### config.mk
export PLATFORM = sky130hd
export DESIGN_NAME = manchester_symbol_sampler_core_flat
export DESIGN_NICKNAME = d
export VERILOG_FILES = /design/src/design/mss_pkg.sv /design/src/design/mss_ifs.sv /design/src/design/mss_half.sv /design/src/design/mss_frame.sv /design/src/design/manchester_symbol_sampler_core.sv /design/src/flat_wrapper.sv
export SDC_FILE = /design/constraint.sdc
export NUM_CORES = 1
export LEC_CHECK = 0
export BUFFER_PORTS_ARGS = -buffer_cell sky130_fd_sc_hd__buf_2
export CORE_MARGIN = 2
export CORE_UTILIZATION = 56
export CTS_CLUSTER_SIZE = 10
export DETAILED_ROUTE_END_ITERATION = 12
export HOLD_SLACK_MARGIN = 0.06
export PLACE_DENSITY_LB_ADDON = 0.12
export SETUP_SLACK_MARGIN = 0.2
export SLEW_MARGIN = 20
export SYNTH_ARGS = -nofsm -noshare
export SYNTH_HDL_FRONTEND = slang
export SYNTH_HIERARCHICAL = 1
export SYNTH_SLANG_ARGS = --single-unit
### constraint.sdc
create_clock -name clk -period 13.8 [get_ports clk]
set_input_delay 2.76 -clock clk [delete_from_list [all_inputs] [get_ports clk]]
set_output_delay 2.76 -clock clk [all_outputs]
set_load 0.05 [all_outputs]
### src/design/mss_pkg.sv
// ----------------------------------------------------------------------------
// mss_pkg: shared types and constants for the Manchester symbol sampler
// Widths, register indexes, reset values and the frame state record.
// ----------------------------------------------------------------------------
package mss_pkg;

  localparam int TICK_W  = 18;
  localparam int DUR_W   = 15;
  localparam int CFG_W   = 16;
  localparam int IDX_W   = 6;
  localparam int WORD_W  = 32;
  localparam int CFG_IDX_W = 2;

  localparam logic [IDX_W-1:0] IDX_MAX = 6'd63;

  // register indexes on the configuration port
  localparam logic [CFG_IDX_W-1:0] CFG_FIRST_SAMPLE_TICK = 2'd0;
  localparam logic [CFG_IDX_W-1:0] CFG_SAMPLE_PERIOD     = 2'd1;
  localparam logic [CFG_IDX_W-1:0] CFG_FRAME_TICKS       = 2'd2;

  localparam logic [CFG_W-1:0] FIRST_SAMPLE_TICK_RST = 16'd18;
  localparam logic [CFG_W-1:0] SAMPLE_PERIOD_RST     = 16'd16;
  localparam logic [CFG_W-1:0] FRAME_TICKS_RST       = 16'd567;

  typedef struct packed {
    logic             capture_start;
    logic             first_level;
    logic [DUR_W-1:0] first_duration;
    logic             second_level;
    logic [DUR_W-1:0] second_duration;
  } sym_t;

  typedef struct packed {
    logic [TICK_W-1:0] elapsed;
    logic [TICK_W-1:0] next_tick;
    logic [IDX_W-1:0]  idx;
    logic [WORD_W-1:0] word;
  } tick_state_t;

  typedef struct packed {
    logic [WORD_W-1:0] frame_word;
    logic [IDX_W-1:0]  bits_sampled;
  } result_t;

endpackage

### src/design/mss_ifs.sv
// ----------------------------------------------------------------------------
// mss_ifs: item channels of the Manchester symbol sampler
// Symbol channel in, frame result channel out, valid/ready handshake.
// ----------------------------------------------------------------------------
interface mss_sym_if;
  logic        valid;
  logic        ready;
  logic        capture_start;
  logic        first_level;
  logic [14:0] first_duration;
  logic        second_level;
  logic [14:0] second_duration;

  modport source (
    output valid, capture_start, first_level, first_duration,
           second_level, second_duration,
    input  ready
  );
  modport sink (
    input  valid, capture_start, first_level, first_duration,
           second_level, second_duration,
    output ready
  );
endinterface

interface mss_res_if;
  logic        valid;
  logic        ready;
  logic [31:0] frame_word;
  logic [5:0]  bits_sampled;

  modport source (
    output valid, frame_word, bits_sampled,
    input  ready
  );
  modport sink (
    input  valid, frame_word, bits_sampled,
    output ready
  );
endinterface

### src/design/mss_half.sv
// ----------------------------------------------------------------------------
// mss_half: one symbol half
// Add the half's duration to the elapsed count and take at most one sample.
// ----------------------------------------------------------------------------
module mss_half
  import mss_pkg::*;
#(
  parameter int WORD_BITS = 32
) (
  input  tick_state_t      st_in,
  input  logic             level,
  input  logic [DUR_W-1:0] duration,
  input  logic [CFG_W-1:0] sample_period,
  output tick_state_t      st_out
);

  logic [TICK_W:0] elapsed_sum;
  logic [TICK_W:0] tick_sum;
  logic [TICK_W-1:0] elapsed_new;
  logic            hit;
  logic            store;
  logic            bit_val;

  assign elapsed_sum = {1'b0, st_in.elapsed} + {{(TICK_W + 1 - DUR_W){1'b0}}, duration};
  assign elapsed_new = elapsed_sum[TICK_W-1:0];
  assign hit         = elapsed_new > st_in.next_tick;
  assign bit_val     = ~level;
  assign store       = hit && (st_in.idx >= IDX_W'(1)) && (st_in.idx <= IDX_W'(WORD_BITS));
  assign tick_sum    = {1'b0, st_in.next_tick} +
                       {{(TICK_W + 1 - CFG_W){1'b0}}, sample_period};

  always_comb begin
    st_out.elapsed   = elapsed_new;
    st_out.next_tick = hit ? tick_sum[TICK_W-1:0] : st_in.next_tick;
    st_out.idx       = (hit && st_in.idx != IDX_MAX) ? st_in.idx + IDX_W'(1) : st_in.idx;
    // sampled bit k lands at word bit k-1
    for (int i = 0; i < WORD_W; i++) begin
      st_out.word[i] = st_in.word[i] | (store && bit_val && (st_in.idx == IDX_W'(i + 1)));
    end
  end

endmodule

### src/design/mss_frame.sv
// ----------------------------------------------------------------------------
// mss_frame: frame state and per-symbol update
// Hold the running frame state, process both halves of a symbol, flag end.
// ----------------------------------------------------------------------------
module mss_frame
  import mss_pkg::*;
#(
  parameter int WORD_BITS = 32
) (
  input  logic             clk,
  input  logic             rst,
  input  logic             fire,
  input  sym_t             sym,
  input  logic [CFG_W-1:0] first_sample_tick,
  input  logic [CFG_W-1:0] sample_period,
  input  logic [CFG_W-1:0] frame_ticks,
  output logic             emit,
  output result_t          result,
  output logic             frame_finished
);

  tick_state_t st;
  tick_state_t st_next;
  tick_state_t st_base;
  tick_state_t st_mid;
  tick_state_t st_end;
  logic        frame_finished_next;
  logic        finished_eff;
  logic        zero_frame;
  logic        done;

  always_comb begin
    if (sym.capture_start) begin
      st_base.elapsed   = '0;
      st_base.next_tick = {{(TICK_W - CFG_W){1'b0}}, first_sample_tick};
      st_base.idx       = '0;
      st_base.word      = '0;
    end else begin
      st_base = st;
    end
  end

  assign finished_eff = sym.capture_start ? 1'b0 : frame_finished;
  assign zero_frame   = sym.capture_start && (frame_ticks == '0);

  mss_half #(.WORD_BITS(WORD_BITS)) u_half0 (
    .st_in         (st_base),
    .level         (sym.first_level),
    .duration      (sym.first_duration),
    .sample_period (sample_period),
    .st_out        (st_mid)
  );

  mss_half #(.WORD_BITS(WORD_BITS)) u_half1 (
    .st_in         (st_mid),
    .level         (sym.second_level),
    .duration      (sym.second_duration),
    .sample_period (sample_period),
    .st_out        (st_end)
  );

  assign done = st_end.elapsed >= {{(TICK_W - CFG_W){1'b0}}, frame_ticks};

  always_comb begin
    st_next             = st;
    frame_finished_next = frame_finished;
    emit                = 1'b0;
    result.frame_word   = st_end.word;
    result.bits_sampled = st_end.idx;
    if (zero_frame) begin
      // empty frame: emit a zero word without touching the symbol
      st_next             = st_base;
      frame_finished_next = 1'b1;
      emit                = 1'b1;
      result.frame_word   = '0;
      result.bits_sampled = '0;
    end else if (!finished_eff) begin
      st_next             = st_end;
      frame_finished_next = done;
      emit                = done;
    end
  end

  always_ff @(posedge clk) begin
    if (rst) begin
      st.elapsed     <= '0;
      st.next_tick   <= {{(TICK_W - CFG_W){1'b0}}, FIRST_SAMPLE_TICK_RST};
      st.idx         <= '0;
      st.word        <= '0;
      frame_finished <= 1'b1;
    end else if (fire) begin
      st             <= st_next;
      frame_finished <= frame_finished_next;
    end
  end

endmodule

### src/design/manchester_symbol_sampler_core.sv
// ----------------------------------------------------------------------------
// manchester_symbol_sampler_core: Manchester symbol sampler, top level
// Sample captured line symbols into a frame word and emit it at frame end.
//
//   channel | dir | payload
//   --------+-----+---------------------------------------------------------
//   sym     | in  | capture_start, first/second level and duration
//   res     | out | frame_word, bits_sampled
//   cfg     | in  | cfg_wr_en, cfg_index, cfg_wdata (write only)
//
// One symbol per cycle while the result channel does not stall. A symbol
// passes the input register and then the result register; mss_frame updates
// the frame state for both halves in the same cycle. Reset is synchronous
// and needs no clearing pass.
// A stalled result holds the input register; the sym channel then stalls too.
// ----------------------------------------------------------------------------
module manchester_symbol_sampler_core
  import mss_pkg::*;
#(
  parameter int WORD_BITS = 32
) (
  input  logic                 clk,
  input  logic                 rst,
  mss_sym_if.sink              sym,
  mss_res_if.source            res,
  input  logic                 cfg_wr_en,
  input  logic [CFG_IDX_W-1:0] cfg_index,
  input  logic [CFG_W-1:0]     cfg_wdata
);

  logic [CFG_W-1:0] first_sample_tick;
  logic [CFG_W-1:0] sample_period;
  logic [CFG_W-1:0] frame_ticks;

  sym_t    sym_q;
  logic    sym_q_valid;
  logic    proc_fire;
  logic    emit;
  logic    frame_finished;
  result_t result;
  result_t res_q;
  logic    res_q_valid;

  // configuration registers
  always_ff @(posedge clk) begin
    if (rst) begin
      first_sample_tick <= FIRST_SAMPLE_TICK_RST;
      sample_period     <= SAMPLE_PERIOD_RST;
      frame_ticks       <= FRAME_TICKS_RST;
    end else if (cfg_wr_en) begin
      case (cfg_index)
        CFG_FIRST_SAMPLE_TICK: first_sample_tick <= cfg_wdata;
        CFG_SAMPLE_PERIOD:     sample_period     <= cfg_wdata;
        CFG_FRAME_TICKS:       frame_ticks       <= cfg_wdata;
        default: ;
      endcase
    end
  end

  // advance the held item only when the result register can take its word
  assign proc_fire = sym_q_valid && (!res_q_valid || res.ready);
  assign sym.ready = !sym_q_valid || proc_fire;

  always_ff @(posedge clk) begin
    if (rst) begin
      sym_q_valid <= 1'b0;
    end else if (sym.ready) begin
      sym_q_valid <= sym.valid;
    end
  end

  always_ff @(posedge clk) begin
    if (sym.valid && sym.ready) begin
      sym_q.capture_start   <= sym.capture_start;
      sym_q.first_level     <= sym.first_level;
      sym_q.first_duration  <= sym.first_duration;
      sym_q.second_level    <= sym.second_level;
      sym_q.second_duration <= sym.second_duration;
    end
  end

  mss_frame #(.WORD_BITS(WORD_BITS)) u_frame (
    .clk               (clk),
    .rst               (rst),
    .fire              (proc_fire),
    .sym               (sym_q),
    .first_sample_tick (first_sample_tick),
    .sample_period     (sample_period),
    .frame_ticks       (frame_ticks),
    .emit              (emit),
    .result            (result),
    .frame_finished    (frame_finished)
  );

  always_ff @(posedge clk) begin
    if (rst) begin
      res_q_valid <= 1'b0;
    end else if (proc_fire && emit) begin
      res_q_valid <= 1'b1;
    end else if (res.ready) begin
      res_q_valid <= 1'b0;
    end
  end

  always_ff @(posedge clk) begin
    if (proc_fire && emit) begin
      res_q <= result;
    end
  end

  assign res.valid        = res_q_valid;
  assign res.frame_word   = res_q.frame_word;
  assign res.bits_sampled = res_q.bits_sampled;

`ifndef NO_ASSERTIONS
  // a word never carries bits beyond the last stored sample
  a_word_bits : assert property (@(posedge clk) disable iff (rst)
    res.valid && res.bits_sampled != '0 |->
      (res.frame_word >> (res.bits_sampled - IDX_W'(1))) == '0)
    else $error("frame word has bits beyond the sample count");

  a_word_empty : assert property (@(posedge clk) disable iff (rst)
    res.valid && res.bits_sampled == '0 |-> res.frame_word == '0)
    else $error("empty frame carries a non-zero word");

  // a held item that cannot advance must block the input
  a_hold_blocks : assert property (@(posedge clk) disable iff (rst)
    sym_q_valid && !proc_fire |-> !sym.ready)
    else $error("input taken while held item is stalled");

  a_emit_finishes : assert property (@(posedge clk) disable iff (rst)
    proc_fire && emit |=> frame_finished && res.valid)
    else $error("emitted frame did not close or show its result");
`endif

endmodule
### src/flat_wrapper.sv
// flat-port wrapper written by rule: the top's interface ports become plain ports
module manchester_symbol_sampler_core_flat import mss_pkg::*;
#(
  parameter int WORD_BITS = 32
)
  (clk, rst, cfg_wr_en, cfg_index, cfg_wdata, sym_valid, sym_capture_start, sym_first_level, sym_first_duration, sym_second_level, sym_second_duration, sym_ready, res_valid, res_frame_word, res_bits_sampled, res_ready);
  mss_sym_if sym_i ();
  mss_res_if res_i ();
  input  logic clk;
  input  logic rst;
  input  logic cfg_wr_en;
  input  logic [CFG_IDX_W-1:0] cfg_index;
  input  logic [CFG_W-1:0] cfg_wdata;
  input wire logic [$bits(sym_i.valid)-1:0] sym_valid;
  input wire logic [$bits(sym_i.capture_start)-1:0] sym_capture_start;
  input wire logic [$bits(sym_i.first_level)-1:0] sym_first_level;
  input wire logic [$bits(sym_i.first_duration)-1:0] sym_first_duration;
  input wire logic [$bits(sym_i.second_level)-1:0] sym_second_level;
  input wire logic [$bits(sym_i.second_duration)-1:0] sym_second_duration;
  output wire logic [$bits(sym_i.ready)-1:0] sym_ready;
  output wire logic [$bits(res_i.valid)-1:0] res_valid;
  output wire logic [$bits(res_i.frame_word)-1:0] res_frame_word;
  output wire logic [$bits(res_i.bits_sampled)-1:0] res_bits_sampled;
  input wire logic [$bits(res_i.ready)-1:0] res_ready;
  assign sym_i.valid = sym_valid;
  assign sym_i.capture_start = sym_capture_start;
  assign sym_i.first_level = sym_first_level;
  assign sym_i.first_duration = sym_first_duration;
  assign sym_i.second_level = sym_second_level;
  assign sym_i.second_duration = sym_second_duration;
  assign sym_ready = sym_i.ready;
  assign res_valid = res_i.valid;
  assign res_frame_word = res_i.frame_word;
  assign res_bits_sampled = res_i.bits_sampled;
  assign res_i.ready = res_ready;
  manchester_symbol_sampler_core #(.WORD_BITS(WORD_BITS)) u_core (.clk(clk), .rst(rst), .sym(sym_i), .res(res_i), .cfg_wr_en(cfg_wr_en), .cfg_index(cfg_index), .cfg_wdata(cfg_wdata));
endmodule
==> results of run 1 <==
[final cells by class]
type / instances / area [um2] / area share (%)
inverters: 78 / 292.8 / 1.948
clock inverters: 15 / 181.4 / 1.207
well taps: 324 / 405.4 / 2.698
clock buffers: 17 / 425.4 / 2.831
multi-input cells: 1241 / 8527 / 56.74
flip-flops and latches: 196 / 4634 / 30.84
repair buffers: 106 / 560.5 / 3.730
[layer usage]
metal | track usage [%] | vias to the layer above | part of all wire [%] | wire length [um]
met3 | 2.851 | 61 | 3.5 | 1246
li1 | - | 5807 | - | -
met1 | 34.93 | 5533 | 44 | 15800
met4 | 11.65 | 0 | 3.5 | 1250
met2 | 47.91 | 315 | 49 | 17450
met5 | 0 | - | 0 | 0
[cells by family after synthesis]
group | after synthesis | synth area share [%]
simple gates | 588 | 21.84
compound gates | 386 | 18.09
buf+inv | 165 | 4.947
mux | 89 | 6.665
xor+xnor | 50 | 3.165
flops | 196 | 33.50
fa+ha+maj | 128 | 11.79
[where the power goes]
part           switching, mW  internal, mW
logic                  0.334         0.177
registers             0.0126         0.625
clock network          0.259         0.246
total                  0.606          1.05
[state kept, by name, summed over array words and instances (netlist names)]
| name | cells |
|---|---|
| u_core/u_frame/st | 74 |
| u_core/sym_q | 33 |
| u_core/res.frame_word | 32 |
| u_core/first_sample_tick | 16 |
| u_core/frame_ticks | 16 |
| u_core/sample_period | 16 |
| u_core/res.bits_sampled | 6 |
| u_core/res.valid | 1 |
| u_core/sym_q_valid | 1 |
| u_core/u_frame/frame_finished | 1 |
[metrics by stage]
step                instances  hold WS [ns]  util, %
finish                   1977        0.4509    61.79
global route             1977        0.4659    61.79
CTS                      1977        0.4513    61.79
detailed placement       1945        0.4414    59.29
global placement         1945        0.4350    59.29
floorplan                1602        0.4273        -
[final timing paths]
path	from	end	slack [ns]	cells after the start
max	u_core/sym_q[32]	u_core/res.frame_word[22]	5.68	27
min	u_core/u_frame/st[61]	u_core/u_frame/st[61]	0.45	2
max reg2reg	u_core/sym_q[32]	u_core/res.frame_word[22]	5.68	27
min reg2reg	u_core/u_frame/st[61]	u_core/u_frame/st[61]	0.45	2
[tightest hold or removal path: cells and delay by family (launching register included)]
| family | cells | cell delay (ns) |
|---|---|---|
| compound gates | 1 | 0.05 |
| flops | 1 | 0.31 |
| simple gates | 1 | 0.05 |
[placed cells by master (no fill, tap or decap), types with 69 or more instances in the layout]
| cell | synthesis | routed |
|---|---|---|
| o21ai_0 | 80 | 80 |
| a21oi_1 | 131 | 131 |
| nor2b_1 | 70 | 69 |
| nor2_1 | 86 | 86 |
| ha_1 | 124 | 124 |
| nand2_1 | 143 | 142 |
| dfxtp_1 | 125 | 125 |
| nand3_1 | 81 | 81 |
| edfxtp_1 | 71 | 71 |
| nand2b_1 | 75 | 75 |
| inv_1 | 78 | 78 |
| buf_2 | 21 | 94 |
==> results.sh, run 1 <==
export IMPL_seq_area_frac_synth_pct=33.50
export IMPL_avgSynthCellArea_um2=8.636
export IMPL_worst_slew_pin_transition_ns=1.093
export IMPL_grt_pass1_wl_um=57370
export IMPL_cts_resized=0
export IMPL_fp_dieW_um=161.2
export IMPL_slowest_stage="a22oi_2"
export IMPL_drt_vias_per_instance=5.926
export IMPL_yosys_area_top_type="dfxtp_1"
export IMPL_drv_cap=0
export IMPL_yosys_warnings=6
export IMPL_dp_hpwl_um=25640
export IMPL_critical_path_required_ns=14.00
export IMPL_dr_total_vias=11716
export IMPL_ctsHoldBuffers=0
export IMPL_rows=57
export IMPL_p_per_area_nw_per_um2=110.1
export IMPL_drt_iter0_drc=989
export IMPL_rsz0062_at_grt="no"
export IMPL_hp_class="register to register"
export IMPL_synth_async_reset_ratio_pct=0
export IMPL_arrival_ns=8.33
export IMPL_ys_seq_elements=196
export IMPL_irDropWorstVdd_mv=0.09398
export IMPL_numCtsBuffers=17
export IMPL_core_um2=24320
export IMPL_syn2layout_area_growth_pct=8.619
export IMPL_finalWeightedCongestion=0.9272
export IMPL_endpoint_kind="register"
export IMPL_slew_headroom_pct=27.02
export IMPL_antenna_found_initial=0
export IMPL_clk_path_buf_depth=2
export IMPL_synth_top_cell_area_share_pct=18.09
export IMPL_finalHoldViolations=0
export IMPL_path_delay_family="compound AO/OA/AOI/OAI gates"
export IMPL_root_buffer="clkbuf_16"
export IMPL_max_stage_delay_ns=0.84
export IMPL_routedWlPerCell_um=18.08
export IMPL_finClkSkew_ns=0.02069
export IMPL_clkLatencyLatePin_ns=0.45
export IMPL_finalWirelength_um=35750
export IMPL_dieArea_um2=25980
export IMPL_drc=0
export IMPL_place_ws_ns=5.813
export IMPL_dr_pass1_iters=6
export IMPL_crit_buf_inv=4
export IMPL_grt_pass1_vias=11062
export IMPL_layout_drive_gt1_share_pct=14.40
export IMPL_groute_usage_overall_pct=27.54
export IMPL_syn_nets=1786
export IMPL_ys_types=70
export IMPL_setup_viol=0
export IMPL_leakage_nw=6.276
export IMPL_fillCellCount=2147
export IMPL_nets=1824
export IMPL_period_needed_ns=8.123
export IMPL_fin_crit_sh_pct=58.86
export IMPL_status="completed"
export IMPL_numClockSinks=196
export IMPL_path_max_fanout=75
export IMPL_layout_setup_ws_ns=5.677
export IMPL_yosys_top_cells_area="dfxtp_1 (18%), edfxtp_1 (15%), ha_1 (11%)"
export IMPL_fmax_mhz=123.1
export IMPL_start_kind="register"
export IMPL_fin_tns_setup_ns=0
export IMPL_path_class="register to register"
export IMPL_postCtsSetupRepairBufs=0
export IMPL_p_total_mw=1.654
export IMPL_synth_commonest_cells="nand2_1 (143), a21oi_1 (131), dfxtp_1 (125), ha_1 (124), nor2_1 (86)"
export IMPL_cts_tree="done"
export IMPL_synthFlopType="dfxtp_1"
export IMPL_boundaryPins=96
export IMPL_antenna_cells=0
export IMPL_syn_area_um2=13830
export IMPL_die_h_um=161.2
export IMPL_dpl_instance_area_um2=14420
export IMPL_grt_overflow=0
export IMPL_io_buffers=95
export IMPL_post_route_cell_area_um2=15030
export IMPL_htree_levels=4
export IMPL_initial_utilization_pct=56.89
export IMPL_grt_max_degree=83
export IMPL_clk_pin_slew_ns=0.08
export IMPL_synthMostInstantiatedCell="nand2_1"
export IMPL_ant_nets=0
export IMPL_report_final_slew_viol_count=0
export IMPL_synthesis_instances=1602
export IMPL_synth_edf_count=71
Power figures use the tool's default switching activity.
==> run 2, diff against run 1 <==
- clock period: 13.8 -> 8.1 ns (I/O delays scaled with it)
==> run 2 against run 1 <==
First-iteration DRC count down 3.9%. Register-to-register slack worse by 4.7 ns. Core utilization increased by 0.051 points. Count of clock-buffer cells in the layout increased by 1. Die area did not move. Final cell count is 0.20% higher. Wire length about the same. Sequential share of layout area barely moved. Critical endpoint is now u_core/u_frame/st[38].
==> results.sh, run 2 (synthesis results as in run 1) <==
export IMPL_register_area_um2=4634
export IMPL_setup_viol=0
export IMPL_rsz0062_at_grt="no"
export IMPL_io_buffers=95
export IMPL_endpoint_kind="register"
export IMPL_dp_cells=1947
export IMPL_grt_max_degree=95
export IMPL_rows=57
export IMPL_initial_utilization_pct=56.89
export IMPL_antenna_found_initial=0
export IMPL_drv_cap=0
export IMPL_drc=0
export IMPL_drt_iter0_drc=950
export IMPL_final_common_cell="nand2_1"
export IMPL_groute_usage_overall_pct=27.64
export IMPL_worst_slew_pin_transition_ns=0.9600
export IMPL_numClockSinks=196
export IMPL_finalWeightedCongestion=0.9519
export IMPL_clk_pin_slew_ns=0.08
export IMPL_fillCellCount=2170
export IMPL_start_kind="register"
export IMPL_dpl_instance_area_um2=14440
export IMPL_hold_ws_ns=0.4512
export IMPL_routedWlPerCell_um=18.05
export IMPL_clk_path_buf_depth=2
export IMPL_hp_class="register to register"
export IMPL_core_um2=24320
export IMPL_place_ws_ns=0.8904
export IMPL_dieArea_um2=25980
export IMPL_antenna_cells=0
export IMPL_finalHoldViolations=0
export IMPL_dr_pass1_iters=5
export IMPL_nets=1829
export IMPL_stdcell_count=1981
export IMPL_finClkSkew_ns=0.01758
export IMPL_period_needed_ns=7.076
export IMPL_layout_drive_gt1_share_pct=14.54
export IMPL_p_per_area_nw_per_um2=187.0
export IMPL_post_route_cell_area_um2=15040
export IMPL_arrival_ns=7.38
export IMPL_root_buffer="clkbuf_16"
export IMPL_max_stage_delay_ns=0.58
export IMPL_grt_pass1_vias=11211
export IMPL_largest_register="u_core/u_frame/st"
export IMPL_numCtsBuffers=17
export IMPL_htree_levels=4
export IMPL_ant_nets=0
export IMPL_cts_tree="done"
export IMPL_report_final_slew_viol_count=0
export IMPL_dp_hpwl_um=26100
export IMPL_drt_vias_per_instance=5.914
export IMPL_largest_reg_flops=74
export IMPL_irDropWorstVdd_mv=0.1127
export IMPL_critical_path_required_ns=8.41
export IMPL_die_h_um=161.2
export IMPL_layout_setup_ws_ns=1.024
export IMPL_path_class="register to register"
export IMPL_status="completed"
export IMPL_dr_total_vias=11715
export IMPL_crit_path_frequent_cell="o21ai_0"
export IMPL_slew_headroom_pct=35.87
export IMPL_fin_tns_setup_ns=0
export IMPL_fp_dieW_um=161.2
export IMPL_multi_input_area_um2=8527
export IMPL_boundaryPins=96
export IMPL_grt_pass1_wl_um=57900
export IMPL_leakage_nw=6.302
export IMPL_finalWirelength_um=35750
export IMPL_path_max_fanout=49
export IMPL_fmax_mhz=141.3
export IMPL_syn2layout_area_growth_pct=8.709
export IMPL_grt_overflow=0
export IMPL_fin_crit_sh_pct=87.36
export IMPL_layout_common_cells="nand2_1 (142), a21oi_1 (131), dfxtp_1 (125), ha_1 (124), buf_2 (94)"
export IMPL_slowest_stage="edfxtp_1"
export IMPL_clkLatencyLatePin_ns=0.44
run 2: cell types whose count changed in the layout (fill, tap and decap cells not counted), sizes merged:
cell	change
inv	-1
clkinvlp	-2
clkbuf	+1
buf	+5
bufinv	+1
run 2: critical path, delay by kind of cell (launching register included):
kind / cells / cell delay, ns
multiplexers: 2 / 0.50
AND/OR/NAND/NOR: 6 / 0.70
AO/OA/AOI/OAI: 10 / 2.63
buffers and inverters: 4 / 1.11
XOR/XNOR: 1 / 0.34
flip-flops: 1 / 0.58
adder cells (fa/ha/maj): 3 / 1.07
run 2: stage by stage:
stage / utilization [%] / power [mW]
floorplan: - / 1.755
global placement: 59.36 / 1.947
detailed placement: 59.36 / 1.962
CTS: 61.75 / 2.810
global route: 61.84 / 2.960
finish: 61.84 / 2.812
run 2: area by class of cell:
class / count / share of cell area [%]
clock inverters: 13 / 0.9484
flip-flops and latches: 196 / 30.82
inverters: 78 / 1.947
repair buffers: 111 / 3.977
clock buffers: 18 / 2.920
well taps: 324 / 2.696
multi-input cells: 1241 / 56.70
run 2: what timing repair did:
action / in CTS / in global routing
hold buffers: 0 / 0
gates resized for setup: 0 / 0
setup buffers: 0 / 3
endpoints found under the setup margin: 0 / 1
endpoints found under the hold margin: 0 / 0
run 2: final timing paths:
path	from	endpoint	slack, ns	cells after the start
max reg2reg	u_core/sym_q[32]	u_core/u_frame/st[38]	1.02	26
min reg2reg	u_core/u_frame/st[56]	u_core/u_frame/st[56]	0.45	2
max	u_core/sym_q[32]	u_core/u_frame/st[38]	1.02	26
min	u_core/u_frame/st[56]	u_core/u_frame/st[56]	0.45	2
run 2: metal layers:
metal  vias to the layer above  track usage (%)  part of all wire, %  wire length [um]
met5                         -                0                    0                 0
li1                       5813                -                    -                 -
met1                      5458            35.33                   44             15680
met3                        72            3.005                  4.0              1430
met2                       372            48.36                   49             17520
met4                         0            10.27                  3.1              1120
run 2: power by group:
part | internal (mW) | leakage, nW | switching [mW]
registers | 1.07 | 1.72 | 0.0239
clock network | 0.442 | 0.286 | 0.405
logic | 0.311 | 4.30 | 0.565
total | 1.82 | 6.30 | 0.994
==> run 3, diff against run 2 <==
- ABC_AREA: not set -> 1
==> run 3 against run 2 <==
Via count up 30%. Core utilization shrank 1.4 points. Non-clock buffer count stayed put. Sequential cell count unchanged. Critical path depth increased by 9. Final cell count is 42% higher. First-iteration DRC count grew 46%.
==> results.sh, run 3 <==
export IMPL_cts_tree="done"
export IMPL_grt_overflow=0
export IMPL_ant_nets=0
export IMPL_finalWirelength_um=46470
export IMPL_drc=0
export IMPL_timing_rr_start="u_core/sym_q[32]"
export IMPL_hold_depth=2
export IMPL_initial_utilization_pct=56.46
export IMPL_worst_hold_path_endpoint="u_core/u_frame/st[65]"
export IMPL_period_needed_ns=6.945
export IMPL_rows=61
export IMPL_ctsHoldBuffers=0
export IMPL_regToRegSetupSlack_ns=1.15
export IMPL_layout_common_cells="nand2_1 (659), inv_1 (397), nor2_1 (271), nand3_1 (175), a21oi_1 (166)"
export IMPL_htree_levels=4
export IMPL_synth_commonest_cells="nand2_1 (659), inv_1 (398), nor2_1 (271), nand3_1 (175), a21oi_1 (166)"
export IMPL_start_kind="register"
export IMPL_fin_util_pct=60.42
export IMPL_reg2reg_depth=35
export IMPL_dr_total_vias=15173
export IMPL_largest_register="u_core/u_frame/st"
export IMPL_ys_seq_elements=196
export IMPL_final_common_cell="nand2_1"
export IMPL_finClkSkew_ns=0.01755
export IMPL_syn_area_um2=15550
export IMPL_synth_edf_count=71
export IMPL_largest_reg_flops=74
export IMPL_worst_slew_pin_transition_ns=1.061
export IMPL_p_per_area_nw_per_um2=200.4
export IMPL_grt_max_degree=66
export IMPL_drt_iter0_drc=1386
export IMPL_syn2layout_area_growth_pct=7.014
export IMPL_antenna_found_initial=0
export IMPL_layout_drive_gt1_share_pct=7.588
export IMPL_synthesis_instances=2388
export IMPL_max_stage_delay_ns=0.65
export IMPL_numClockSinks=196
export IMPL_endpoint_kind="register"
export IMPL_grt_pass1_vias=13940
export IMPL_rsz0062_at_grt="no"
export IMPL_report_final_slew_viol_count=0
export IMPL_p_total_mw=3.337
export IMPL_fin_tns_setup_ns=0
export IMPL_finalWeightedCongestion=0.9677
export IMPL_synth_async_reset_ratio_pct=0
export IMPL_dr_pass1_iters=6
export IMPL_yosys_area_top_type="dfxtp_1"
export IMPL_ys_types=46
export IMPL_hp_start="u_core/u_frame/st[65]"
export IMPL_irDropWorstVdd_mv=0.2231
export IMPL_postCtsSetupRepairBufs=0
export IMPL_numCtsBuffers=17
export IMPL_synthMostInstantiatedCell="nand2_1"
export IMPL_slowest_stage="edfxtp_1"
export IMPL_hp_class="register to register"
export IMPL_drt_vias_per_instance=5.388
export IMPL_setup_viol=0
export IMPL_fin_crit_sh_pct=85.74
export IMPL_clk_pin_slew_ns=0.07
export IMPL_dieArea_um2=29130
export IMPL_syn_nets=2572
export IMPL_slew_headroom_pct=29.02
export IMPL_groute_usage_overall_pct=32.40
export IMPL_status="completed"
export IMPL_leakage_nw=8.531
export IMPL_path_class="register to register"
export IMPL_hold_ws_ns=0.4687
export IMPL_yosys_warnings=6
export IMPL_synth_top_cell_area_share_pct=16.09
export IMPL_finalHoldViolations=0
export IMPL_crit_path_frequent_cell="nand2_1"
export IMPL_io_buffers=95
export IMPL_antenna_cells=0
export IMPL_drv_cap=0
export IMPL_seq_area_frac_synth_pct=29.79
export IMPL_root_buffer="clkbuf_16"
export IMPL_die_h_um=170.7
export IMPL_yosys_top_cells_area="dfxtp_1 (16%), nand2_1 (16%), edfxtp_1 (14%)"
export IMPL_cts_resized=0
export IMPL_nets=2609
export IMPL_routedWlPerCell_um=16.50
export IMPL_boundaryPins=96
export IMPL_core_um2=27550
export IMPL_clkLatencyLatePin_ns=0.47
export IMPL_arrival_ns=7.36
export IMPL_clk_path_buf_depth=2
export IMPL_fp_dieW_um=170.7
export IMPL_dp_hpwl_um=35150
export IMPL_grt_pass1_wl_um=73250
export IMPL_fmax_mhz=144.0
export IMPL_synthFlopType="dfxtp_1"
export IMPL_rr_endpoint="u_core/u_frame/st[39]"
export IMPL_avgSynthCellArea_um2=6.514
export IMPL_path_max_fanout=41
export IMPL_critical_path_required_ns=8.51
[run 3: through the flow]
stage / setup slack, ns / area, um2 / instances
6_report: 1.155 / 16650 / 2816
5_1_grt: 0.4805 / 16650 / 2816
4_1_cts: 1.260 / 16640 / 2816
3_5_place_dp: 1.275 / 16060 / 2784
3_3_place_gp: 1.408 / 16040 / 2783
2_1_floorplan: 0.6966 / 15550 / 2388
[run 3: where the power goes]
group / switching [mW] / internal (mW)
clock: 0.408 / 0.454
combinational: 0.948 / 0.408
sequential: 0.0326 / 1.09
total: 1.39 / 1.95
[run 3: final cells by class]
| cell class | instances | area [um2] |
|---|---|---|
| inverters | 408 | 1536 |
| fillers | 2755 | 10910 |
| clock inverters | 10 | 77.57 |
| multi-input cells | 1691 | 8813 |
| clock buffers | 22 | 508.0 |
| well taps | 378 | 473.0 |
| repair buffers | 111 | 603.1 |
| flip-flops and latches | 196 | 4634 |
[run 3: worst max path at each step]
stage	from	to	slack, ns	cells past startpoint
2_1_floorplan	u_core/sym_q[32]	u_core/res.bits_sampled[0]	0.70	30
3_3_place_gp	u_core/sym_q[32]	u_core/u_frame/st[42]	1.41	37
3_5_place_dp	u_core/sym_q[32]	u_core/u_frame/st[42]	1.28	35
4_1_cts	u_core/sym_q[32]	u_core/u_frame/st[42]	1.26	35
5_1_grt	u_core/sym_q[32]	u_core/u_frame/st[42]	0.48	35
6_report	u_core/sym_q[32]	u_core/u_frame/st[39]	1.15	35
[run 3: worst max-delay path, delay by kind of cell, from the launching register on]
kind / cells / cell delay [ns]
and+or+nand+nor: 19 / 2.35
buffers and inverters: 5 / 1.45
AOI/OAI and AO/OA: 7 / 1.24
adders and majority gates: 3 / 0.99
DFF: 1 / 0.65
xor gates and xnor gates: 1 / 0.18
[run 3: metal layers]
layer | GRT usage (%) | routed length (um) | vias up
met1 | 41.13 | 19980 | 6843
met4 | 14.23 | 1944 | 0
met2 | 54.52 | 21700 | 575
li1 | - | - | 7645
met5 | 0 | 0 | -
met3 | 5.020 | 2846 | 110
[run 3: logic make-up after synthesis]
kind of cell,after synthesis,synth area share (%)
and+or+nand+nor,1238,34.22
buffers and inverters,501,13.61
xor gates and xnor gates,47,2.646
DFF,196,29.79
AOI/OAI and AO/OA,278,9.242
adders and majority gates,128,10.49
